### config.mk
export PLATFORM = sky130hd
export DESIGN_NAME = fpa_mul
export DESIGN_NICKNAME = d
export VERILOG_FILES = /design/src/rtl/fpa_pkg.sv /design/src/rtl/fpa_mul.sv
export SDC_FILE = /design/constraint.sdc
export NUM_CORES = 2
export LEC_CHECK = 0
export BUFFER_PORTS_ARGS = -buffer_cell sky130_fd_sc_hd__buf_2
export CORE_MARGIN = 4
export CORE_UTILIZATION = 60
export CTS_BUF_LIST = sky130_fd_sc_hd__clkbuf_2
export DETAILED_ROUTE_END_ITERATION = 7
export PLACE_DENSITY = 0.85
export SKIP_CTS_REPAIR_TIMING = 1
export SLEW_MARGIN = 20
export SYNTH_ARGS = -nofsm -noshare
export SYNTH_HDL_FRONTEND = slang
export SYNTH_SLANG_ARGS = --single-unit
### constraint.sdc
create_clock -name clock -period 11.71 [get_ports clock]
set_clock_uncertainty 0.05 [all_clocks]
set_input_delay 1.7565 -clock clock [delete_from_list [all_inputs] [get_ports clock]]
set_output_delay 1.7565 -clock clock [all_outputs]
set_load 0.1 [all_outputs]
### src/rtl/fpa_pkg.sv
// Package with shared constants, codes, types and functions of the fixed-point ALU.
package fpa_pkg;

   localparam int WORD_BITS = 32;
   localparam int FRAC_BITS = 8;
   localparam int QUOT_BITS = WORD_BITS + FRAC_BITS;
   localparam int PROD_BITS = 2 * WORD_BITS;

   localparam logic [WORD_BITS-1:0] SAT_MAX = {1'b0, {(WORD_BITS - 1){1'b1}}};
   localparam logic [WORD_BITS-1:0] SAT_MIN = {1'b1, {(WORD_BITS - 1){1'b0}}};
   localparam logic [PROD_BITS:0] ROUND_HALF =
      (PROD_BITS + 1)'(FRAC_BITS > 0 ? (64'd1 << (FRAC_BITS - 1)) : 64'd0);

   typedef enum logic [3:0] {
      OP_ADD = 4'd0,
      OP_SUB = 4'd1,
      OP_MUL = 4'd2,
      OP_DIV = 4'd3,
      OP_GT  = 4'd4,
      OP_LT  = 4'd5,
      OP_GE  = 4'd6,
      OP_LE  = 4'd7,
      OP_EQ  = 4'd8,
      OP_NE  = 4'd9
   } op_type;

   typedef enum logic [1:0] {
      ST_OK   = 2'd0,
      ST_OVF  = 2'd1,
      ST_DIVZ = 2'd2
   } status_type;

   // Control and early results that travel beside the divider data.
   typedef struct packed {
      logic                 valid;
      logic [3:0]           opcode;
      logic                 neg;
      logic [WORD_BITS-1:0] result;
      logic                 cmp;
      logic [1:0]           status;
   } side_type;

   typedef struct packed {
      logic [WORD_BITS-1:0] rem;
      logic [QUOT_BITS-1:0] num;
      logic [WORD_BITS-1:0] den;
   } div_type;

   typedef struct packed {
      logic                 ovf;
      logic [WORD_BITS-1:0] value;
   } sat_type;

   // Applies the sign to a magnitude and saturates when it leaves the word range.
   function automatic sat_type sat_finish(input logic neg, input logic [PROD_BITS-1:0] mag);
      logic [PROD_BITS-1:0] limit;
      sat_type              r;
      limit = neg ? {{WORD_BITS{1'b0}}, SAT_MIN} : {{WORD_BITS{1'b0}}, SAT_MAX};
      if (mag > limit) begin
         r.ovf   = 1'b1;
         r.value = neg ? SAT_MIN : SAT_MAX;
      end else begin
         r.ovf   = 1'b0;
         r.value = neg ? (~mag[WORD_BITS-1:0] + 1'b1) : mag[WORD_BITS-1:0];
      end
      return r;
   endfunction

endpackage

### src/rtl/fpa_mul.sv
// Registered unsigned magnitude multiplier of the fixed-point ALU.
module fpa_mul (
   input  logic                                  clock,
   input  logic                                  enable,
   input  logic [fpa_pkg::WORD_BITS-1:0]         mag_a,
   input  logic [fpa_pkg::WORD_BITS-1:0]         mag_b,
   output logic [fpa_pkg::PROD_BITS-1:0]         product
);

   logic [fpa_pkg::PROD_BITS-1:0] product_ff;
   logic [fpa_pkg::PROD_BITS-1:0] product_in;

   assign product_in = fpa_pkg::PROD_BITS'(mag_a) * fpa_pkg::PROD_BITS'(mag_b);

   always_ff @(posedge clock) begin
      if (enable) begin
         product_ff <= product_in;
      end
   end

   assign product = product_ff;

endmodule

# == Word-level counts from Yosys, hierarchy flattened ==
# Index checks and enable logic that the tools add are counted.
# totals
reg_bits,64
# classes
multipliers,1
# ops
op,n
32-bit by 32-bit multiplier with 64-bit output,1

# == Depth between registers and ports, before layout ==
# logic_depth
depth_word,1
ltp_mapped,29
mapped_depth_nobuf,27

# == Least setup slack after synthesis ==
# OpenSTA, ideal clock, no wires.
# synth_path
kind,input to register
start,in mag_a[25] (netlist name)
end,reg product_ff (netlist bit product[62]) (data pin)
setup_ns,0.262
slack_ns,3.030
t_required_ns,11.398
arrival_time_ns,8.368
stages,25
path_cell_list,clkbuf_1 nand2_1 fa_1 inv_1 fa_1 inv_1 fa_1 inv_1 fa_1 fa_1 fa_1 fa_1 inv_1 fa_1 inv_1 ha_1 buf_2 nand4_1 or4_1 or3_1 a31oi_1 a31o_2 a211oi_1 o21ai_1 xor2_1
# synth_via
elab_chain_cells,1
# synth_rtl
element,line_no,source
from (decl),fpa_mul.sv:5,"input logic [fpa_pkg::WORD_BITS-1:0] mag_a,"
32-bit by 32-bit multiplier with 64-bit output,fpa_mul.sv:13,assign product_in = fpa_pkg::PROD_BITS'(mag_a) * fpa_pkg::PROD_BITS'(mag_b);
"via product_in, one bit",fpa_mul.sv:11,logic [fpa_pkg::PROD_BITS-1:0] product_in;
to (signal assigned),fpa_mul.sv:17,product_ff <= product_in;
to (decl),fpa_mul.sv:10,logic [fpa_pkg::PROD_BITS-1:0] product_ff;
# The timed path passes the listed nets, and every way through them passes these cells.
# A chain may end at the register's enable or synchronous reset.

# == Final worst setup path ==
# layout_path
start,in mag_a[16] (netlist name)
end,reg product_ff (netlist bit product[62]) (data pin)
# Same word-level chain as after synthesis.

==> results.sh <==
export IMPL_min_to="product[56]"
export IMPL_grt_ovfl_total=0
export IMPL_ant_nets=0
export IMPL_via_per_inst=5.799
export IMPL_root_buffer="clkbuf_2"
export IMPL_synth_seq_cells=64
export IMPL_netlist_cell_type_count=56
export IMPL_io_pins=130
export IMPL_routedWlPerCell_um=20.52
export IMPL_post_route_period_util_pct=79.11
export IMPL_core_rowCount=88
export IMPL_hold_path_class="input pin to flop"
export IMPL_die_x_um=250.5
export IMPL_yosys_top_cells_count="fa_1, inv_1, and2_1"
export IMPL_syn_mean_instance_area_um2=9.385
export IMPL_setup_viol=0
export IMPL_synth_seq_area_share_pct=5.449
export IMPL_synthFlopType="edfxtp_1"
export IMPL_clkTransAtPathRegs_ns=0.22
export IMPL_die_h_um=250.5
export IMPL_final_net_count=4904
export IMPL_synth_top_area_share_pct=50.86
export IMPL_finalMaxSlewViolations=0
export IMPL_hp_start="enable"
export IMPL_initial_core_util_pct=60.90
export IMPL_htreeDepth=3
export IMPL_coreArea_um2=57920
export IMPL_grt_pass1_wl_mm=148.7
export IMPL_drt_iter0_drc=2168
export IMPL_cts_tree="yes"
export IMPL_numCtsBuffers=9
export IMPL_outcome="finished clean"
export IMPL_synth_area_leaders="fa_1, and2_1, ha_1"
export IMPL_wirelength_mm=91.36
export IMPL_ff_latch_area_um2=1922
export IMPL_cp_data_required_time_ns=12.01
export IMPL_critPathKind="input pin to flop"
export IMPL_dr_pass1_iters=6
export IMPL_path_max_fanout=32
export IMPL_drv_cap=0
export IMPL_synth_edf_count=64
export IMPL_hold_viol=0
export IMPL_start_kind="input pin"
export IMPL_hpwl_mm=72.19
export IMPL_gp_congestion=0.9463
export IMPL_min_delay_path_depth=2
export IMPL_grt_max_degree=65
export IMPL_antenna_found_initial=4
export IMPL_worstPathArrival_ns=9.56
export IMPL_area_delta_synth_final_pct=2.632
export IMPL_largest_reg_flops=64
export IMPL_fin_setup_tns_ns=0
export IMPL_vias=25820
export IMPL_grt_use_total_pct=30.05
export IMPL_stdcell_area_um2=36200
export IMPL_drive_gt1_share_pct=4.452
export IMPL_io_buffers=129
export IMPL_place_area_um2=36070
export IMPL_fill_cells=4543
export IMPL_slew_headroom_pct=41.33
export IMPL_dieArea_um2=62730
export IMPL_fin_crit_ns=9.264
export IMPL_syn_cell_area_um2=35270
export IMPL_grt_pass1_vias=28900
export IMPL_drc_errors=0
export IMPL_async_reset_ff_share_pct=0
export IMPL_synth_nets=4983
export IMPL_endpoint_kind="flop"
export IMPL_synth_most_common_cell="fa_1"
export IMPL_clock_fmax_ghz=0.1079
export IMPL_ctsLongestPathBuffers=2
export IMPL_yosys_warnings=0
export IMPL_synth_largest_area_cell="fa_1"
export IMPL_synth_cells=3758
export IMPL_multi_input_area_um2=29240
export IMPL_clock_sinks=64
export IMPL_whs_ns=1.822
export IMPL_tightest_slew_ns=0.8801
export IMPL_rsz0062_at_grt="false"
==> logic make-up after synthesis <==
kind of cell,Yosys count,synth area share (%)
multiplexers,1,0.02838
flip-flops,64,5.449
adder cells (fa/ha/maj),1159,60.19
AND/OR/NAND/NOR,1180,17.39
XOR/XNOR,59,1.465
AO/OA/AOI/OAI,205,3.846
buffers and inverters,1090,11.64
==> worst max-delay path: stages <==
cell,delay (ns)
buf_2,0.58
and2_1,0.26
fa_1,0.45
fa_1,0.57
inv_1,0.07
fa_1,0.50
fa_1,0.51
inv_1,0.06
fa_1,0.56
fa_1,0.44
fa_1,0.52
fa_1,0.42
ha_1,0.54
nand4_1,0.19
or4_1,0.56
or3_1,0.38
a31oi_1,0.51
a31o_2,0.30
a211oi_1,0.11
o21ai_1,0.17
xor2_1,0.08
==> how the worst max path moves through the flow <==
| stage | to | depth (start not counted) | slack [ns] | startpoint |
|---|---|---|---|---|
| finish | product[62] | 21 | 2.45 | mag_a[16] |
| global route | product[62] | 24 | 2.30 | mag_b[8] |
| CTS | product[62] | 21 | 2.68 | mag_a[16] |
| detailed placement | product[62] | 21 | 2.00 | mag_a[16] |
| global placement | product[62] | 22 | 2.13 | mag_a[23] |
| floorplan | product[62] | 25 | 3.03 | mag_a[25] |
==> through the flow <==
step	util (%)	worst slack, ns	std cells
floorplan	-	3.030	3758
global placement	62.28	2.128	4433
detailed placement	62.28	2.000	4433
CTS	62.48	2.677	4449
global route	62.49	2.303	4451
finish	62.50	2.446	4453
==> routing by layer <==
metal	global-route usage [%]	share of wire (%)	up-vias
met4	18.09	7.8	0
met2	52.36	51	1494
met3	5.482	8.4	435
met1	34.64	33	13120
met5	0	0	-
li1	-	-	10770
==> final cells by class <==
class                      instances  share of cell area (%)
timing repair buffer             137                   1.949
clock buffer                      11                  0.1521
antenna                            4                 0.02765
multi-input combinational       2604                   80.79
sequential                        64                   5.309
tap                              765                   2.644
inverter                         863                   8.949
clock inverter                     5                  0.1797
==> cells in the final DEF, fill, tap and decap left out, types with 3 or more instances in the layout <==
cell type and n:
a21boi_0 3, diode_2 4, buf_4 8, a21o_1 37
o21bai_1 10, or3_1 5, a221o_1 4, edfxtp_1 64
and2_1 603, and4_1 4, xor2_1 26, o211ai_1 3
inv_1 863, o21ai_0 28, a31oi_1 11, a311oi_1 3
nor2_1 21, xnor2_1 33, a21oi_1 68, o21a_1 8
nand2_1 478, or2_2 3, or4_1 3, fa_1 896
and3_1 14, ha_1 263, buf_2 129, a211oi_1 4
nor3_1 5, nand3_1 12, clkbuf_2 11, nand4_1 24
o221ai_1 3
Power is not shown: default switching activity piles up to over one toggle a cycle in this logic, so the estimate is an artifact.
