$ cat config.mk
export PLATFORM = sky130hd
export DESIGN_NAME = fpa_out_stage
export DESIGN_NICKNAME = d
export VERILOG_FILES = /design/src/rtl/fpa_pkg.sv /design/src/rtl/fpa_out_stage.sv
export SDC_FILE = /design/constraint.sdc
export NUM_CORES = 1
export LEC_CHECK = 0
export BUFFER_PORTS_ARGS = -buffer_cell sky130_fd_sc_hd__buf_2
export CAP_MARGIN = 0
export CORE_MARGIN = 5
export CORE_UTILIZATION = 43
export CTS_CLUSTER_DIAMETER = 50
export CTS_CLUSTER_SIZE = 40
export DETAILED_ROUTE_END_ITERATION = 6
export GPL_TIMING_DRIVEN = 0
export PLACE_DENSITY = 0.71
export SYNTH_ARGS = -nofsm -noshare
export SYNTH_HDL_FRONTEND = slang
export SYNTH_SLANG_ARGS = --single-unit
$ cat constraint.sdc
create_clock -name clock -period 6.7 [get_ports clock]
set_clock_uncertainty 0.2 [all_clocks]
set_input_delay 0.335 -clock clock [delete_from_list [all_inputs] [get_ports clock]]
set_output_delay 0.335 -clock clock [all_outputs]
set_load 0.01 [all_outputs]
$ cat src/rtl/fpa_pkg.sv
// Package with shared constants, codes, types and functions of the fixed-point ALU.
package fpa_pkg;

   localparam int WORD_BITS = 32;
   localparam int FRAC_BITS = 8;
   localparam int QUOT_BITS = WORD_BITS + FRAC_BITS;
   localparam int PROD_BITS = 2 * WORD_BITS;

   localparam logic [WORD_BITS-1:0] SAT_MAX = {1'b0, {(WORD_BITS - 1){1'b1}}};
   localparam logic [WORD_BITS-1:0] SAT_MIN = {1'b1, {(WORD_BITS - 1){1'b0}}};
   localparam logic [PROD_BITS:0] ROUND_HALF =
      (PROD_BITS + 1)'(FRAC_BITS > 0 ? (64'd1 << (FRAC_BITS - 1)) : 64'd0);

   typedef enum logic [3:0] {
      OP_ADD = 4'd0,
      OP_SUB = 4'd1,
      OP_MUL = 4'd2,
      OP_DIV = 4'd3,
      OP_GT  = 4'd4,
      OP_LT  = 4'd5,
      OP_GE  = 4'd6,
      OP_LE  = 4'd7,
      OP_EQ  = 4'd8,
      OP_NE  = 4'd9
   } op_type;

   typedef enum logic [1:0] {
      ST_OK   = 2'd0,
      ST_OVF  = 2'd1,
      ST_DIVZ = 2'd2
   } status_type;

   // Control and early results that travel beside the divider data.
   typedef struct packed {
      logic                 valid;
      logic [3:0]           opcode;
      logic                 neg;
      logic [WORD_BITS-1:0] result;
      logic                 cmp;
      logic [1:0]           status;
   } side_type;

   typedef struct packed {
      logic [WORD_BITS-1:0] rem;
      logic [QUOT_BITS-1:0] num;
      logic [WORD_BITS-1:0] den;
   } div_type;

   typedef struct packed {
      logic                 ovf;
      logic [WORD_BITS-1:0] value;
   } sat_type;

   // Applies the sign to a magnitude and saturates when it leaves the word range.
   function automatic sat_type sat_finish(input logic neg, input logic [PROD_BITS-1:0] mag);
      logic [PROD_BITS-1:0] limit;
      sat_type              r;
      limit = neg ? {{WORD_BITS{1'b0}}, SAT_MIN} : {{WORD_BITS{1'b0}}, SAT_MAX};
      if (mag > limit) begin
         r.ovf   = 1'b1;
         r.value = neg ? SAT_MIN : SAT_MAX;
      end else begin
         r.ovf   = 1'b0;
         r.value = neg ? (~mag[WORD_BITS-1:0] + 1'b1) : mag[WORD_BITS-1:0];
      end
      return r;
   endfunction

endpackage

$ cat src/rtl/fpa_out_stage.sv
// Final stage: for a divide without divide by zero, rounds and saturates the quotient; holds the result word.
module fpa_out_stage (
   input  logic                           clock,
   input  logic                           reset,
   input  logic                           enable,
   input  fpa_pkg::side_type              side_i,
   input  fpa_pkg::div_type               div_i,
   output logic                           valid,
   output logic [fpa_pkg::WORD_BITS-1:0]  result,
   output logic                           cmp,
   output logic [1:0]                     status
);

   logic                           valid_ff;
   logic [fpa_pkg::WORD_BITS-1:0]  result_ff, result_in;
   logic                           cmp_ff;
   logic [1:0]                     status_ff, status_in;
   logic                           round_up;
   logic [fpa_pkg::QUOT_BITS:0]    quot;
   fpa_pkg::sat_type               sat;

   always_comb begin
      // Round to nearest, ties away from zero: bump when twice the remainder reaches the divisor.
      round_up  = {div_i.rem, 1'b0} >= {1'b0, div_i.den};
      quot      = {1'b0, div_i.num} + {{fpa_pkg::QUOT_BITS{1'b0}}, round_up};
      sat       = fpa_pkg::sat_finish(side_i.neg, fpa_pkg::PROD_BITS'(quot));
      result_in = side_i.result;
      status_in = side_i.status;
      if (side_i.opcode == fpa_pkg::OP_DIV && side_i.status != fpa_pkg::ST_DIVZ) begin
         result_in = sat.value;
         status_in = sat.ovf ? fpa_pkg::ST_OVF : fpa_pkg::ST_OK;
      end
   end

   always_ff @(posedge clock) begin
      if (reset) begin
         valid_ff <= 1'b0;
      end else if (enable) begin
         valid_ff <= side_i.valid;
      end
   end

   always_ff @(posedge clock) begin
      if (enable) begin
         result_ff <= result_in;
         cmp_ff    <= side_i.cmp;
         status_ff <= status_in;
      end
   end

   assign valid  = valid_ff;
   assign result = result_ff;
   assign cmp    = cmp_ff;
   assign status = status_ff;

endmodule

Word-level counts from Yosys, hierarchy flattened:

Index checks and enable logic that the tools add are counted.

* register bits after elaboration: 36
* bits of input ports: 148
* output and inout bits: 36

* add/subtract/negate cells: 2
* order comparisons: 2
* equality and inequality tests: 2
* multiplexer cells: 7
* bitwise operators: 1
* reductions and logical operators: 1

Operators with widths (count)
* $mux W32: 4
* $add A40 B1 Y41: 1
* $gt A41 B32 Y1: 1
* $ge A33 B32 Y1: 1
* $mux W33: 1
* $add A32 B1 Y32 const B: 1
* $not A32 Y32: 1
* $eq A4 B2 Y1 const B: 1
* $mux W2: 1
* $ne A2 B2 Y1 const B: 1
* $logic_and A1 B1 Y1: 1
* $mux W1: 1

Longest topological paths before layout:

* word-level depth: 8
* gate-level depth with buffers: 29
* mapped depth without buffers: 26

Least setup slack after synthesis:

No wires, ideal clock.

* path kind: input -> register
* from: in div_i[28] (netlist bit)
* to: reg result_ff (netlist bit result[14]), data pin
* setup time: 275 ps
* arrival: 5673 ps
* required time: 6225 ps
* setup slack: 553 ps
* cell stages on the path: 27
* cells stage by stage: inv_1 -> ha_1 -> nand4_1 -> nor4_1 -> o211ai_1 -> a31oi_1 -> a2111oi_0 -> nand4_1 -> ha_1 -> ha_1 -> nand3_4 -> or4_4 -> buf_6 -> or3_1 -> and2_1 -> inv_1 -> ha_1 -> nand4_1 -> nor2_1 -> a221o_1 -> a211oi_1 -> a21oi_1 -> or4_1 -> buf_2 -> buf_4 -> a211oi_2 -> a211oi_1

* longest elaborated chain between the ends: 7
* elaborated cells on any way between the ends: 8
* those cells by class: 2 x add/sub; 2 x order compare; 3 x mux; 1 x bitwise

RTL lines
* start, declared: line fpa_out_stage.sv:7 `input fpa_pkg::div_type div_i,`
* $ge A33 B32 Y1 *: line fpa_out_stage.sv:24 `round_up = {div_i.rem, 1'b0} >= {1'b0, div_i.den};`
* $add A40 B1 Y41 *: line fpa_out_stage.sv:25 `quot = {1'b0, div_i.num} + {{fpa_pkg::QUOT_BITS{1'b0}}, round_up};`
* $not A32 Y32: line fpa_pkg.sv:64 `r.value = neg ? (~mag[WORD_BITS-1:0] + 1'b1) : mag[WORD_BITS-1:0];`
* $add A32 B1 Y32: line fpa_pkg.sv:64
* $mux W32: line fpa_pkg.sv:64
* $mux W33 *: line fpa_pkg.sv:59 `if (mag > limit) begin`
* $mux W32 *: line fpa_out_stage.sv:29 `if (side_i.opcode == fpa_pkg::OP_DIV && side_i.status != fpa_pkg::ST_DIVZ) begin`
* via result_in, one bit: line fpa_out_stage.sv:15 `logic [fpa_pkg::WORD_BITS-1:0] result_ff, result_in;`
* end signal, assigned: line fpa_out_stage.sv:45 `result_ff <= result_in;`
* end, declared: line fpa_out_stage.sv:15

Mark *: on every way through the listed nets, which the timed path passes. The rest lies on a longest branch.
A chain may end at the register's enable or synchronous reset.

Final worst setup path:

* from: in div_i[21] (netlist bit)
* to: reg result_ff (netlist bit result[26]), data pin

Same word-level chain as after synthesis.

==> results.cfg <==
[clocking]
path_clk_slew_ns = 0.05
clkLatencyLatePin_ns = 0.27
cts-root-buf = clkbuf_16
htreeDepth = 2
clockBufferDepth = 2
cts_made_buffers = 5
cts.sink_count = 36
cts_tree = built

[run_status]
status = completed

[floorplanning]
core_area_mm2 = 0.0125
chipWidth_um = 122
fp-row-count = 41
initial_utilization_pct = 43.4
ios = 184
die_h_um = 122
fp.dieArea_mm2 = 0.0149

[final_layout]
diodes = 0
syn_to_final_growth_pct = 23.8
fin_nets = 1071
final_area_mm2 = 0.00670
drive_gt1_share_pct = 26.7
fillers = 1230

[sta]
slew_viol_final = 0
slew_headroom_pct = 48.0
period_share_pct = 95.1
worst_pin_slew_ns = 0.775
fmax_mhz = 157
finalSetupViolations = 0
final_hold_viol_count = 0
fin_crit_ns = 6.37

[placement]
place_area_mm2 = 0.00649
io_buffers = 173
post-dp-hpwl_mm = 13.6
gp_congestion = 0.937

[synth]
yosysMostFrequentCell = ha_1
synth-seq-cells = 36
synth_common_cells = ha_1 (66), nand2_1 (58), inv_1 (56)
syn_inst = 676
synth-edff-count = 35
synth_area_leader_cell = edfxtp_1
syn-num-nets = 890
synth_top_area_share_pct = 19.4
synth_ff_type = edfxtp_1
ys_async_sr_fraction_pct = 0
synth_area_leaders = edfxtp_1 (19%), ha_1 (15%), nand2_1 (4.0%)
ys_types = 79
ys_seq_area_share_pct = 19.8
syn_area_per_cell_um2 = 8.00
syn_area_mm2 = 0.00541
synth_warnings = 0

[pwr]
peakVddDrop_mv = 0.106
p_per_area_mw_per_mm2 = 116
p_leak_nw = 3.02
total_power_uw = 774

[detailed_routing]
vias_per_cell = 5.64
drc = 0
antenna_left = 0
dr.pass1.iters = 5
drtIter0Drc = 465
drt-total-wl_mm = 16.4
via_count = 5806
wl_per_cell_um = 15.9

[grt]
track_usage_pct = 21.6
grt_max_degree = 37
grt_pass1_wl_mm = 26.3
grt_overflow_total = 0
grt_pass1_vias = 5315
antenna_found_initial = 0

[setup_path]
startpoint_type = input pin
cp.required_ns = 6.49
critical_path_class = input pin to register
arrival_ns = 6.17
critPathMaxFanout = 10
endpoint_kind = register

[worst_hold_path]
min_path_type = input pin to register

[job]
cap_violations = 0
final timing paths:
check / startpoint / end / slack [ns] / depth (start not counted)
worst min register to register: valid / valid / 0.29 / 2
worst max-delay path: div_i[21] / result[26] / 0.33 / 28
worst min-delay path: reset / valid / 0.01 / 2
worst max register to register: valid / valid / 5.92 / 2
layer usage:
metal | track usage [%] | routed length, µm
met5 | 0 | 0
met2 | 34.0 | 7280
met4 | 5.67 | 245
met1 | 30.8 | 7370
met3 | 3.25 | 1520
through the flow:
step | util (%) | TNS (ns) | worst slack, ns | cells | hold slack (ns)
5_1_grt | 53.7 | -0.00766 | -0.00755 | 1030 | 0.0190
3_3_place_gp | 52.1 | -11.22 | -0.469 | 1021 | 0.276
3_5_place_dp | 52.1 | -13.49 | -0.543 | 1021 | 0.279
6_report | 53.7 | 0 | 0.327 | 1030 | 0.0118
4_1_cts | 53.3 | 0 | 0.0294 | 1030 | 0.00535
2_1_floorplan | - | 0 | 0.553 | 676 | 0.207
state kept, by name, summed over array words and instances (netlist names):
| name | count |
|---|---|
| status | 2 |
| result | 32 |
| valid | 1 |
| cmp | 1 |
final cells by class:
type / instances / area, µm² / share of cell area (%)
clock buffer: 7 / 133 / 1.98
inverter: 57 / 214 / 3.19
sequential: 36 / 1070 / 16.0
buffer: 33 / 171 / 2.56
tap: 172 / 215 / 3.21
timing repair buffer: 174 / 873 / 13.0
multi-input combinational: 550 / 4020 / 60.0
clock inverter: 1 / 3.75 / 0.0560
cell usage in the layout, fill, tap and decap left out, drive strengths merged, types with 3 or more instances in the layout:
cell type	instances
a211o	3
a211oi	26
a21boi	4
a21o	13
a21oi	36
a221o	4
a31oi	5
and2	6
and3	10
and4	4
buf	189
clkbuf	25
edfxtp	35
ha	66
inv	57
mux2i	7
nand2	58
nand2b	4
nand3	35
nand3b	3
nand4	37
nor2	56
nor2b	5
nor3	20
nor4	18
o2111ai	3
o211ai	9
o21a	5
o21ai	28
o31ai	7
o41ai	4
or3	8
or4	9
xnor2	15
xor2	14
cells by family after synthesis:
| group | after synthesis | share of synthesized area, % |
|---|---|---|
| and+or+nand+nor | 280 | 29.5 |
| AOI/OAI and AO/OA | 168 | 22.2 |
| buffers and inverters | 90 | 7.10 |
| adders and majority gates | 66 | 15.3 |
| DFF | 36 | 19.8 |
| xor gates and xnor gates | 29 | 4.83 |
| muxes | 7 | 1.30 |
power breakdown:
group,switching (mW),internal [mW],total [mW]
Sequential,0.00400,0.270,0.274
Clock,0.0749,0.136,0.211
Combinational,0.166,0.123,0.289
Total,0.244,0.529,0.774
repair_timing:
item,in CTS,in global routing
buffers inserted,1,0
resized for setup,2,9
endpoints found under the setup margin,29,33
hold buffers,0,0
pin swaps,1,1
critical path, cell delays in order:
cell and delay (ns):
buf_2 0.07, inv_1 0.03, ha_1 0.29, nand4_1 0.15, nor4_4 0.35, o211ai_1 0.13, a31oi_1 0.17, a2111oi_0 0.09
nand4_1 0.15, ha_4 0.21, ha_4 0.18, nand3_4 0.15, or4_4 0.56, buf_6 0.16, or3_1 0.36, and2_1 0.24
inv_1 0.13, ha_1 0.25, nand4_1 0.16, nor2_1 0.07, a221o_1 0.29, a211oi_1 0.24, a21oi_2 0.14, or3_1 0.38
clkbuf_2 0.16, buf_2 0.21, a221oi_1 0.30, nand3_1 0.16
Note: power is estimated with default switching activity, not from simulation.
