<file path="config.mk">
export PLATFORM = sky130hd
export DESIGN_NAME = fpa_div_stage
export DESIGN_NICKNAME = d
export VERILOG_FILES = /design/src/rtl/fpa_pkg.sv /design/src/rtl/fpa_div_stage.sv
export SDC_FILE = /design/constraint.sdc
export NUM_CORES = 1
export LEC_CHECK = 0
export BUFFER_PORTS_ARGS = -buffer_cell sky130_fd_sc_hd__buf_4
export CELL_PAD_IN_SITES_DETAIL_PLACEMENT = 2
export CELL_PAD_IN_SITES_GLOBAL_PLACEMENT = 2
export CORE_MARGIN = 8
export CORE_UTILIZATION = 30
export DETAILED_ROUTE_END_ITERATION = 12
export GPL_TIMING_DRIVEN = 0
export PLACE_DENSITY_LB_ADDON = 0.1
export SLEW_MARGIN = 20
export SYNTH_ARGS = -nofsm -noshare
export SYNTH_HDL_FRONTEND = slang
export SYNTH_SLANG_ARGS = --single-unit
</file>
<file path="constraint.sdc">
create_clock -name clock -period 3.98 [get_ports clock]
set_clock_uncertainty 0.15 [all_clocks]
set_input_delay 0.398 -clock clock [delete_from_list [all_inputs] [get_ports clock]]
set_output_delay 0.398 -clock clock [all_outputs]
set_load 0.1 [all_outputs]
</file>
<file path="src/rtl/fpa_pkg.sv">
// Package with shared constants, codes, types and functions of the fixed-point ALU.
package fpa_pkg;

   localparam int WORD_BITS = 32;
   localparam int FRAC_BITS = 8;
   localparam int QUOT_BITS = WORD_BITS + FRAC_BITS;
   localparam int PROD_BITS = 2 * WORD_BITS;

   localparam logic [WORD_BITS-1:0] SAT_MAX = {1'b0, {(WORD_BITS - 1){1'b1}}};
   localparam logic [WORD_BITS-1:0] SAT_MIN = {1'b1, {(WORD_BITS - 1){1'b0}}};
   localparam logic [PROD_BITS:0] ROUND_HALF =
      (PROD_BITS + 1)'(FRAC_BITS > 0 ? (64'd1 << (FRAC_BITS - 1)) : 64'd0);

   typedef enum logic [3:0] {
      OP_ADD = 4'd0,
      OP_SUB = 4'd1,
      OP_MUL = 4'd2,
      OP_DIV = 4'd3,
      OP_GT  = 4'd4,
      OP_LT  = 4'd5,
      OP_GE  = 4'd6,
      OP_LE  = 4'd7,
      OP_EQ  = 4'd8,
      OP_NE  = 4'd9
   } op_type;

   typedef enum logic [1:0] {
      ST_OK   = 2'd0,
      ST_OVF  = 2'd1,
      ST_DIVZ = 2'd2
   } status_type;

   // Control and early results that travel beside the divider data.
   typedef struct packed {
      logic                 valid;
      logic [3:0]           opcode;
      logic                 neg;
      logic [WORD_BITS-1:0] result;
      logic                 cmp;
      logic [1:0]           status;
   } side_type;

   typedef struct packed {
      logic [WORD_BITS-1:0] rem;
      logic [QUOT_BITS-1:0] num;
      logic [WORD_BITS-1:0] den;
   } div_type;

   typedef struct packed {
      logic                 ovf;
      logic [WORD_BITS-1:0] value;
   } sat_type;

   // Applies the sign to a magnitude and saturates when it leaves the word range.
   function automatic sat_type sat_finish(input logic neg, input logic [PROD_BITS-1:0] mag);
      logic [PROD_BITS-1:0] limit;
      sat_type              r;
      limit = neg ? {{WORD_BITS{1'b0}}, SAT_MIN} : {{WORD_BITS{1'b0}}, SAT_MAX};
      if (mag > limit) begin
         r.ovf   = 1'b1;
         r.value = neg ? SAT_MIN : SAT_MAX;
      end else begin
         r.ovf   = 1'b0;
         r.value = neg ? (~mag[WORD_BITS-1:0] + 1'b1) : mag[WORD_BITS-1:0];
      end
      return r;
   endfunction

endpackage

</file>
<file path="src/rtl/fpa_div_stage.sv">
// One restoring-division stage that produces one quotient bit per cycle while enabled.
module fpa_div_stage (
   input  logic               clock,
   input  logic               reset,
   input  logic               enable,
   input  fpa_pkg::side_type  side_i,
   input  fpa_pkg::div_type   div_i,
   output fpa_pkg::side_type  side_o,
   output fpa_pkg::div_type   div_o
);

   fpa_pkg::side_type side_ff;
   fpa_pkg::div_type  div_ff;
   fpa_pkg::div_type  div_in;
   logic [fpa_pkg::WORD_BITS:0] shifted;
   logic [fpa_pkg::WORD_BITS:0] diff;
   logic                        ge;

   always_comb begin
      shifted    = {div_i.rem, div_i.num[fpa_pkg::QUOT_BITS-1]};
      diff       = shifted - {1'b0, div_i.den};
      ge         = shifted >= {1'b0, div_i.den};
      div_in.den = div_i.den;
      div_in.rem = ge ? diff[fpa_pkg::WORD_BITS-1:0] : shifted[fpa_pkg::WORD_BITS-1:0];
      div_in.num = {div_i.num[fpa_pkg::QUOT_BITS-2:0], ge};
   end

   // Only the valid bit is reset; the data fields simply follow it.
   always_ff @(posedge clock) begin
      if (reset) begin
         side_ff.valid <= 1'b0;
      end else if (enable) begin
         side_ff.valid <= side_i.valid;
      end
      if (enable) begin
         side_ff.opcode <= side_i.opcode;
         side_ff.neg    <= side_i.neg;
         side_ff.result <= side_i.result;
         side_ff.cmp    <= side_i.cmp;
         side_ff.status <= side_i.status;
         div_ff         <= div_in;
      end
   end

   assign side_o = side_ff;
   assign div_o  = div_ff;

endmodule

</file>
[Yosys cells after proc, flatten, opt, wreduce, memory -nomap -nowiden]
Cells that the tools add are included.
Word-level totals
  bits in registers: 145
  input port bits: 148
  output and inout port bits: 145
  word-level logic and storage cells: 12
Operators by class
  add/sub/neg operators: 1
  magnitude comparators: 1
  muxes and demuxes: 1
Operators with widths (number)
  33-bit by 32-bit >= comparator with 1-bit output: 1
  32-bit two-way mux: 1
  32-bit subtractor: 1

[Depth between registers and ports, before layout]
Gate-level depths: netlist of run 1.
  depth in word-level cells: 2
  gate-level depth with buffers: 13
  mapped depth without buffers: 12

[Worst setup path after synthesis of run 1]
No wires, ideal clock.
  kind: in2reg
  start point: input port div_i[7] in the netlist's numbering
  end point: register div_ff (netlist bit div_o[102]), data pin
  setup time: 262 ps
  arrival: 2911 ps
  required time: 3568 ps
  slack: 657 ps
  stages on the path: 12
  buffers on the path: 2
  cell sequence: inv_1 -> ha_1 -> buf_2 -> nand4_1 -> or4_1 -> a21oi_1 -> nor3_1 -> a211oi_2 -> o21ai_2 -> o31ai_4 -> buf_4 -> mux2_1
RTL lines
  start, declared: line fpa_div_stage.sv:7  | input fpa_pkg::div_type div_i,
  end signal, assigned: line fpa_div_stage.sv:41  | div_ff <= div_in;
  end, declared: line fpa_div_stage.sv:13  | fpa_pkg::div_type div_ff;

==> results.yml, run 1 <==
sta:
  fmax_mhz: 270.0
  finalWorstSetupSlack_ps: 275.6
  setup-violations-final: 0
  worst_slew_pin_slew_ps: 585.3
  finalCritPeriodShare_pct: 93.07
  finalSetupTns_ps: 0
  rsz0062_at_grt: "false"
  hold_viol: 0
  final_max_slew_viol_count: 0
  fin_crit_ps: 3704
  slew_headroom_pct: 60.98
logic_synthesis:
  synth_top_family_by_area: "compound AO/OA/AOI/OAI gates"
  seq_area_frac_synth_pct: 66.17
  yosys.area_share.xor_xnor_pct: 3.602
  ys_top_cells_by_area: "edfxtp_1 (66%), ha_1 (6.1%), a21oi_1 (4.1%), inv_1 (2.2%), xnor2_1 (2.1%)"
  yosys.area.top_type: "edfxtp_1"
  synth_compound_area_share_pct: 11.21
  synth_edf_count: 144
  syn_inst: 490
  yosysWarnings: 0
  ys.flop_type: "edfxtp_1"
  synthTopCellsByCount: "edfxtp_1 (144), a21oi_1 (54), inv_1 (38), nor2_1 (37), ha_1 (32)"
  synth.ff_latch_count: 145
  syn_nets: 671
  syn_area_sq_um: 6565
  yosys.area_share.simple_pct: 6.956
  async_flop_share_pct: 0
  yosys.area_share.adder_pct: 6.404
  synth_cell_types: 48
  synth_top_area_share_pct: 65.87
  yosysMostFrequentCell: "edfxtp_1"
  muxShareOfSynthArea_pct: 2.173
  synth_area_per_cell_sq_um: 13.40
floorplanning:
  num_rows: 54
  dieArea_sq_um: 26870
  die_h_um: 163.9
  start_util_pct: 30.36
  core_sq_um: 21620
  io_pins: 293
  die_w_um: 163.9
placement:
  dpl_cell_area_sq_um: 9143
  hpwl_um: 20610
  place_inst: 1063
  gp_congestion: 0.8027
  port_buffers: 292
  post-place-ws_ps: -151.1
final_layout:
  final_cell_count_no_fill: 1204
  n_fill_cell: 2173
  syn2layout_area_growth_pct: 64.84
  finish.instance_area_sq_um: 10820
  drive_gt1_share_pct: 37.92
  fin_nets: 1092
worst_setup_path:
  crit_chain: "dlygate4sd3_1, buf_4, inv_1, ha_1, o211ai_1, a21oi_1, o21ai_0, o311a_1, a31oi_1, a21oi_2, o21ai_0, xor2_1, mux2_1"
  cp-start-kind: "primary input"
  slowest_delay_ps: 540
  crit_slowest_cell: "dlygate4sd3_1"
  crit_family: "compound AO/OA/AOI/OAI gates"
  crit_buf_inv: 3
  cp.required_ps: 4010
  cp_common_cell: "o21ai_0"
  arrival_ps: 3730
  crit_type: "primary input to flop"
  endpoint_kind: "flop"
  crit_path_max_fanout: 5
global_routing:
  grt_first_pass_wirelength_um: 44170
  grt_usage_pct: 22.32
  grt_max_degree: 101
  grt_pass1_vias: 6534
  grt_remaining_overflow: 0
  antenna_found_initial: 3
drt:
  ant_nets: 0
  routed-via-count: 5737
  drc: 0
  routedWlPerCell_um: 25.53
  drt_wl_total_um: 30740
  drtIter0Drc: 312
  viasPerCell: 4.765
  dr.pass1.iters: 5
cts:
  cts_tree: "yes"
  clock-sinks: 145
  htreeDepth: 4
  cts_inserted_buffers: 17
  clkLatencyLatePin_ps: 420
  cts-root-buf: "clkbuf_16"
  cts_max_path_buffers: 2
  clk_pin_slew_ps: 70
status:
  status: "complete, no violations"
pwr:
  power_mw: 5.585
  powerDensity_nw_per_um2: 516.1
  peakVddDrop_v: 0.0003128
  p_leak_nw: 4.684
hold_path:
  min_path_type: "primary input to flop"
flow_run:
  cap_violations: 0
==> layout make-up <==
| cell class | count | area, sq um | share of cell area (%) |
|---|---|---|---|
| plain buffers | 17 | 86.33 | 0.7978 |
| clock buffers | 17 | 425.4 | 3.931 |
| flip-flops and latches | 145 | 4344 | 40.14 |
| clock inverters | 14 | 153.9 | 1.422 |
| diodes | 1 | 2.502 | 0.02312 |
| repair buffers | 402 | 3313 | 30.62 |
| inverters | 38 | 142.6 | 1.318 |
| multi-input cells | 290 | 2003 | 18.51 |
| well taps | 280 | 350.3 | 3.237 |
==> where the power goes <==
| part | switching [mW] | internal [mW] |
|---|---|---|
| Clock | 0.723 | 0.930 |
| Combinational | 1.50 | 0.510 |
| Sequential | 0.0596 | 1.86 |
==> kinds of logic after synthesis <==
family | after synthesis
DFF | 145
AOI/OAI and AO/OA | 118
and+or+nand+nor | 99
buffers and inverters | 55
adders and majority gates | 33
xor gates and xnor gates | 27
muxes | 13
==> path summary, 6_finish.rpt <==
check,from,end,slack [ps],cells past startpoint
setup / recovery,div_i[3],div_o[98]$_DFFE_PP_,280,13
hold / removal,div_i[20],div_o[20]$_DFFE_PP_,20,1
setup reg to reg,side_o[40]$_SDFFE_PP0P_,side_o[40]$_SDFFE_PP0P_,3110,2
hold reg to reg,side_o[40]$_SDFFE_PP0P_,side_o[40]$_SDFFE_PP0P_,480,2
==> metal layers <==
metal / vias up / wire, um / track usage (%)
met5: - / 27 / 0
met4: 4 / 616 / 6.074
met3: 34 / 2279 / 7.293
met2: 207 / 15010 / 38.41
met1: 2833 / 12810 / 26.28
li1: 2659 / - / -
==> sequential cells by signal, indices dropped and copies added (netlist names) <==
name / flops
side_o: 41
div_o: 104
==> per-stage QoR <==
step,hold WS (ps),utilization [%]
2_1_floorplan,320.4,-
3_3_place_gp,335.5,42.12
3_5_place_dp,366.2,42.29
4_1_cts,0.1978,49.92
5_1_grt,1.148,50.05
6_report,18.71,50.05
==> timing repair <==
action,CTS,global route
hold endpoints to repair,107,0
setup endpoints to repair,0,23
gates resized for setup,0,2
hold buffers,107,0
setup buffers,0,2
==> cell usage in the layout, fill, tap and decap left out, drive strengths merged, types with 2 or more instances in the layout <==
cell | synthesis | layout
a211o | 2 | 2
a211oi | 4 | 4
a21o | 12 | 12
a21oi | 54 | 54
a2bb2oi | 2 | 2
a31oi | 5 | 5
and4 | 2 | 2
buf | 11 | 306
bufinv | 0 | 2
clkbuf | 6 | 23
clkinv | 0 | 5
clkinvlp | 0 | 2
dlygate4sd3 | 0 | 107
edfxtp | 144 | 144
ha | 32 | 32
inv | 38 | 43
mux2 | 10 | 10
mux2i | 3 | 3
nand2 | 27 | 27
nand2b | 4 | 4
nand3 | 8 | 8
nand4 | 7 | 7
nor2 | 37 | 37
nor2b | 2 | 2
nor3 | 2 | 2
nor4 | 4 | 4
o211ai | 4 | 4
o21a | 6 | 6
o21ai | 17 | 17
o21bai | 3 | 3
o22ai | 2 | 2
o31ai | 2 | 2
o41ai | 2 | 2
xnor2 | 16 | 16
xor2 | 11 | 11
No activity file was read; power rests on OpenSTA's default activity.
==> run 2: changes to the inputs <==
Settings changed: GPL_TIMING_DRIVEN 0 to default.
Clock period 3.98 ns to 3.44 ns, I/O delays scaled along.
==> results.yml, run 2 (synthesis results as in run 1) <==
global_routing:
  grt_pass1_vias: 6777
  grt_first_pass_wirelength_um: 46910
  grt_max_degree: 66
  antenna_found_initial: 4
  grt_remaining_overflow: 0
  grt_usage_pct: 23.90
final_layout:
  fin_nets: 1107
  final_util_pct: 51.41
  layout_common_cells: "buf_4 (317), edfxtp_1 (144), dlygate4sd3_1 (109)"
  multiInputGateArea_sq_um: 2056
  drive_gt1_share_pct: 39.83
  ff_latch_area_sq_um: 4344
  syn2layout_area_growth_pct: 69.30
  n_fill_cell: 2130
  largest_reg_flops: 104
  final_cell_count_no_fill: 1225
  mostFrequentLayoutCell: "buf_4"
  finish.instance_area_sq_um: 11110
sta:
  final_max_slew_viol_count: 0
  fmax_mhz: 303.5
  worst_slew_pin_slew_ps: 690.5
  finalSetupTns_ps: 0
  slew_headroom_pct: 53.97
  hold_viol: 0
  finalCritPeriodShare_pct: 95.78
  finalWorstSetupSlack_ps: 145.3
  hold_slack_ps: 71.38
  setup-violations-final: 0
  fin_crit_ps: 3295
worst_setup_path:
  endpoint_kind: "flop"
  crit_type: "primary input to flop"
  arrival_ps: 3320
  cp.required_ps: 3470
  cp-start-kind: "primary input"
  crit_path_max_fanout: 7
placement:
  post-place-ws_ps: -231.5
  hpwl_um: 20910
  place_inst: 1071
  port_buffers: 292
  dpl_cell_area_sq_um: 9245
  gp_congestion: 0.7874
pwr:
  powerDensity_nw_per_um2: 595.2
  p_leak_nw: 4.832
  peakVddDrop_v: 0.0003543
  power_mw: 6.615
status:
  status: "complete, no violations"
floorplanning:
  io_pins: 293
  start_util_pct: 30.36
  dieArea_sq_um: 26870
  core_sq_um: 21620
  num_rows: 54
  die_w_um: 163.9
  die_h_um: 163.9
cts:
  clkLatencyLatePin_ps: 420
  clk_pin_slew_ps: 70
  cts_max_path_buffers: 2
  cts_inserted_buffers: 17
  htreeDepth: 4
  cts_tree: "yes"
  clock-sinks: 145
  cts-root-buf: "clkbuf_16"
drt:
  drtIter0Drc: 292
  routed-via-count: 5901
  drc: 0
  ant_nets: 0
  dr.pass1.iters: 4
  routedWlPerCell_um: 27.08
  drt_wl_total_um: 33180
  viasPerCell: 4.817
hold_path:
  min_path_type: "primary input to flop"
flow_run:
  cap_violations: 0
-- run 2: cell types whose count changed in the layout (fill, tap and decap cells not counted), sizes merged --
cell / previous run / this run
inv: 43 / 47
clkbuf: 23 / 20
diode: 1 / 6
clkinv: 5 / 1
dlygate4sd3: 107 / 109
dlymetal6s4s: 0 / 3
buf: 306 / 320
-- run 2: path summary, 6_finish.rpt --
path                             end                     from  depth (start not counted)  slack, ps
min              div_o[98]$_DFFE_PP_                div_i[97]                          2         70
max              div_o[80]$_DFFE_PP_                 div_i[4]                         13        150
min reg2reg  side_o[40]$_SDFFE_PP0P_  side_o[40]$_SDFFE_PP0P_                          2        480
max reg2reg  side_o[40]$_SDFFE_PP0P_  side_o[40]$_SDFFE_PP0P_                          2       2590
-- run 2: metal layers --
| layer | up-vias | routed length [um] | global-route usage [%] |
|---|---|---|---|
| met3 | 42 | 2273 | 6.617 |
| li1 | 2703 | - | - |
| met2 | 218 | 16500 | 41.79 |
| met1 | 2936 | 13480 | 27.83 |
| met4 | 2 | 912 | 7.893 |
| met5 | - | 13 | 0 |
-- run 2: worst max-delay path: stages --
cell and delay, ps:
dlygate4sd3_1 540, buf_4 120, inv_1 40, ha_1 350, nand3_1 160, o21bai_1 240, a21oi_2 170, nor3_2 80
a211oi_2 270, o21ai_2 110, o31ai_4 330, clkbuf_16 240, mux2_2 330
-- run 2: power breakdown --
| group | total (mW) | switching [mW] | internal (mW) | leakage (nW) |
|---|---|---|---|---|
| Combinational | 2.40 | 1.77 | 0.636 | 3.13 |
| Clock | 1.98 | 0.880 | 1.10 | 0.287 |
| Sequential | 2.24 | 0.0824 | 2.15 | 1.42 |
-- run 2: what timing repair did --
action | in CTS | in global routing
buffers inserted | 0 | 4
gates resized for setup | 0 | 15
hold buffers | 112 | 0
hold endpoints to repair | 112 | 0
endpoints found under the setup margin | 0 | 21
-- run 2: area by class of cell --
cell class / count / area share, %
Sequential cell: 145 / 39.09
Multi-Input combinational cell: 290 / 18.50
Inverter: 38 / 1.283
Tap cell: 280 / 3.152
Clock inverter: 14 / 1.509
Antenna cell: 6 / 0.1351
Timing Repair Buffer: 434 / 32.48
Clock buffer: 18 / 3.861
==> run 3: changes to the inputs <==
Settings changed: BUFFER_PORTS_ARGS -buffer_cell sky130_fd_sc_hd__buf_4 to -buffer_cell sky130_fd_sc_hd__buf_2, CORE_ASPECT_RATIO from default to 2.
==> results.yml, run 3 (synthesis results as in run 1) <==
placement:
  port_buffers: 292
  post-place-ws_ps: -92.67
  gp_congestion: 0.8301
  place_inst: 1070
  hpwl_um: 20460
worst_setup_path:
  r2r_start: "side_o[40]$_SDFFE_PP0P_"
  r2r_cells: 3
  crit_chain: "dlygate4sd3_1, buf_2, inv_1, ha_1, o211ai_1, a21oi_1, o21ai_0, o311a_1, a31oi_1, a21oi_2, o21ai_0, xor2_1, mux2_1"
  rrSetupSlack_ps: 2140
  path_depth: 13
  cp-start-kind: "primary input"
  cp_common_cell: "o21ai_0"
  arrival_ps: 3380
  crit_slowest_cell: "dlygate4sd3_1"
  crit_family: "compound AO/OA/AOI/OAI gates"
  crit_type: "primary input to flop"
  startpoint: "div_i[3]"
  worstSetupEndpoint: "div_o[98]$_DFFE_PP_"
  endpoint_kind: "flop"
  crit_buf_inv: 3
  regToRegEndpoint: "side_o[40]$_SDFFE_PP0P_"
  slowest_delay_ps: 540
  cp.required_ps: 3460
  crit_path_max_fanout: 5
flow_run:
  cap_violations: 0
global_routing:
  grt_pass1_vias: 6963
  grt_remaining_overflow: 0
  grt_max_degree: 84
  grt_first_pass_wirelength_um: 42500
  grt_usage_pct: 21.16
  antenna_found_initial: 7
drt:
  drc: 0
  routed-via-count: 5911
  ant_nets: 0
  routedWlPerCell_um: 24.01
  dr.pass1.iters: 6
  viasPerCell: 4.825
  drt_wl_total_um: 29420
  drtIter0Drc: 163
sta:
  finalCritPeriodShare_pct: 97.59
  setup-violations-final: 0
  fin_crit_ps: 3357
  rsz0062_at_grt: "false"
  finalWorstSetupSlack_ps: 82.99
  finalSetupTns_ps: 0
  hold_viol: 0
  final_max_slew_viol_count: 0
  slew_headroom_pct: 61.74
  fmax_mhz: 297.9
  worst_slew_pin_slew_ps: 566.5
floorplanning:
  dieArea_sq_um: 27160
  start_util_pct: 30.55
  die_w_um: 120.6
  die_h_um: 225.2
  io_pins: 293
  num_rows: 76
  core_sq_um: 21490
cts:
  clock-sinks: 145
  cts_max_path_buffers: 2
  htreeDepth: 4
  clkLatencyLatePin_ps: 430
  clk_pin_slew_ps: 70
  cts_tree: "yes"
  cts_inserted_buffers: 17
  cts-root-buf: "clkbuf_16"
final_layout:
  largest_reg_flops: 104
  n_fill_cell: 2198
  syn2layout_area_growth_pct: 60.09
  drive_gt1_share_pct: 40.32
  final_cell_count_no_fill: 1225
  layout_common_cells: "buf_2 (288), edfxtp_1 (144), dlygate4sd3_1 (110)"
  fin_nets: 1113
  mostFrequentLayoutCell: "buf_2"
status:
  status: "complete, no violations"
pwr:
  p_comb_share_pct: 35.4
  p_switching_mw: 2.637
  switching_share_pct: 41.23
  intPower_mw: 3.760
  powerDensity_nw_per_um2: 608.7
  p_seq_share_pct: 34.5
  p_leak_nw: 4.661
  peakVddDrop_v: 0.0003188
  power.clock.fraction_pct: 30.1
hold_path:
  min_path_cells: 1
  min_path_type: "primary input to flop"
==> run 3: cell count changes in the layout (fill, tap and decap cells not counted), sizes merged <==
cell,previous run,this run
dlygate4sd3,109,110
buf,320,324
diode,6,7
inv,47,46
clkinv,1,3
==> run 3: how the worst min path moves through the flow <==
stage / endpoint / start / slack [ps]
final: div_o[12]$_DFFE_PP_ / div_i[12] / 70
after detailed placement: side_o[40]$_SDFFE_PP0P_ / reset / 360
after global placement: side_o[40]$_SDFFE_PP0P_ / side_o[40]$_SDFFE_PP0P_ / 330
after floorplan: side_o[40]$_SDFFE_PP0P_ / reset / 270
after CTS: div_o[85]$_DFFE_PP_ / div_i[84] / 30
after global routing: div_o[85]$_DFFE_PP_ / div_i[84] / 70
==> run 3: power by group through the flow <==
stage / Sequential [mW] / Combinational, mW / Clock (mW)
after floorplan: 3.46 / 0.364 / 0
after global placement: 2.22 / 2.08 / 0
after detailed placement: 2.23 / 2.10 / 0
after CTS: 2.20 / 2.21 / 1.96
after global routing: 2.22 / 2.36 / 2.02
final: 2.21 / 2.27 / 1.92
==> run 3: stage by stage <==
step	util [%]	instance area [sq um]	power [mW]	hold WS, ps
2_1_floorplan	-	6565	3.829	266.4
3_3_place_gp	39.80	8553	4.302	326.4
3_5_place_dp	39.80	8553	4.332	356.9
4_1_cts	47.83	10280	6.369	34.90
5_1_grt	48.91	10510	6.606	66.73
6_report	48.91	10510	6.397	69.72
==> run 3: per-layer routing <==
layer  GRT usage, %  up-vias  wire length, um
met4          12.04        0             1219
met1          18.21     2934             9198
met2          41.90      203            17510
met3          5.445       58             1490
li1               -     2716                -
met5              0        -                0
==> run 3: cell type report <==
cell class	count	area (sq um)	share of cell area, %
Sequential cell	145	4344	41.33
Multi-Input combinational cell	290	2095	19.93
Tap cell	273	341.6	3.250
Timing Repair Buffer	440	2974	28.30
Clock inverter	15	170.2	1.619
Clock buffer	17	425.4	4.048
Inverter	38	142.6	1.357
Antenna cell	7	17.52	0.1667
==> run 3: worst register-to-register path, delay by kind of cell, from the launching register on <==
family	cells	cell delay [ps]
buf+inv	1	550
flops	1	320
mux	1	120
simple gates	1	50
==> run 3: what timing repair did <==
action,in CTS,in global routing
endpoints found under the hold margin,112,0
setup endpoints to repair,0,27
hold buffers,113,0
resized for setup,0,27
buffers inserted,0,3
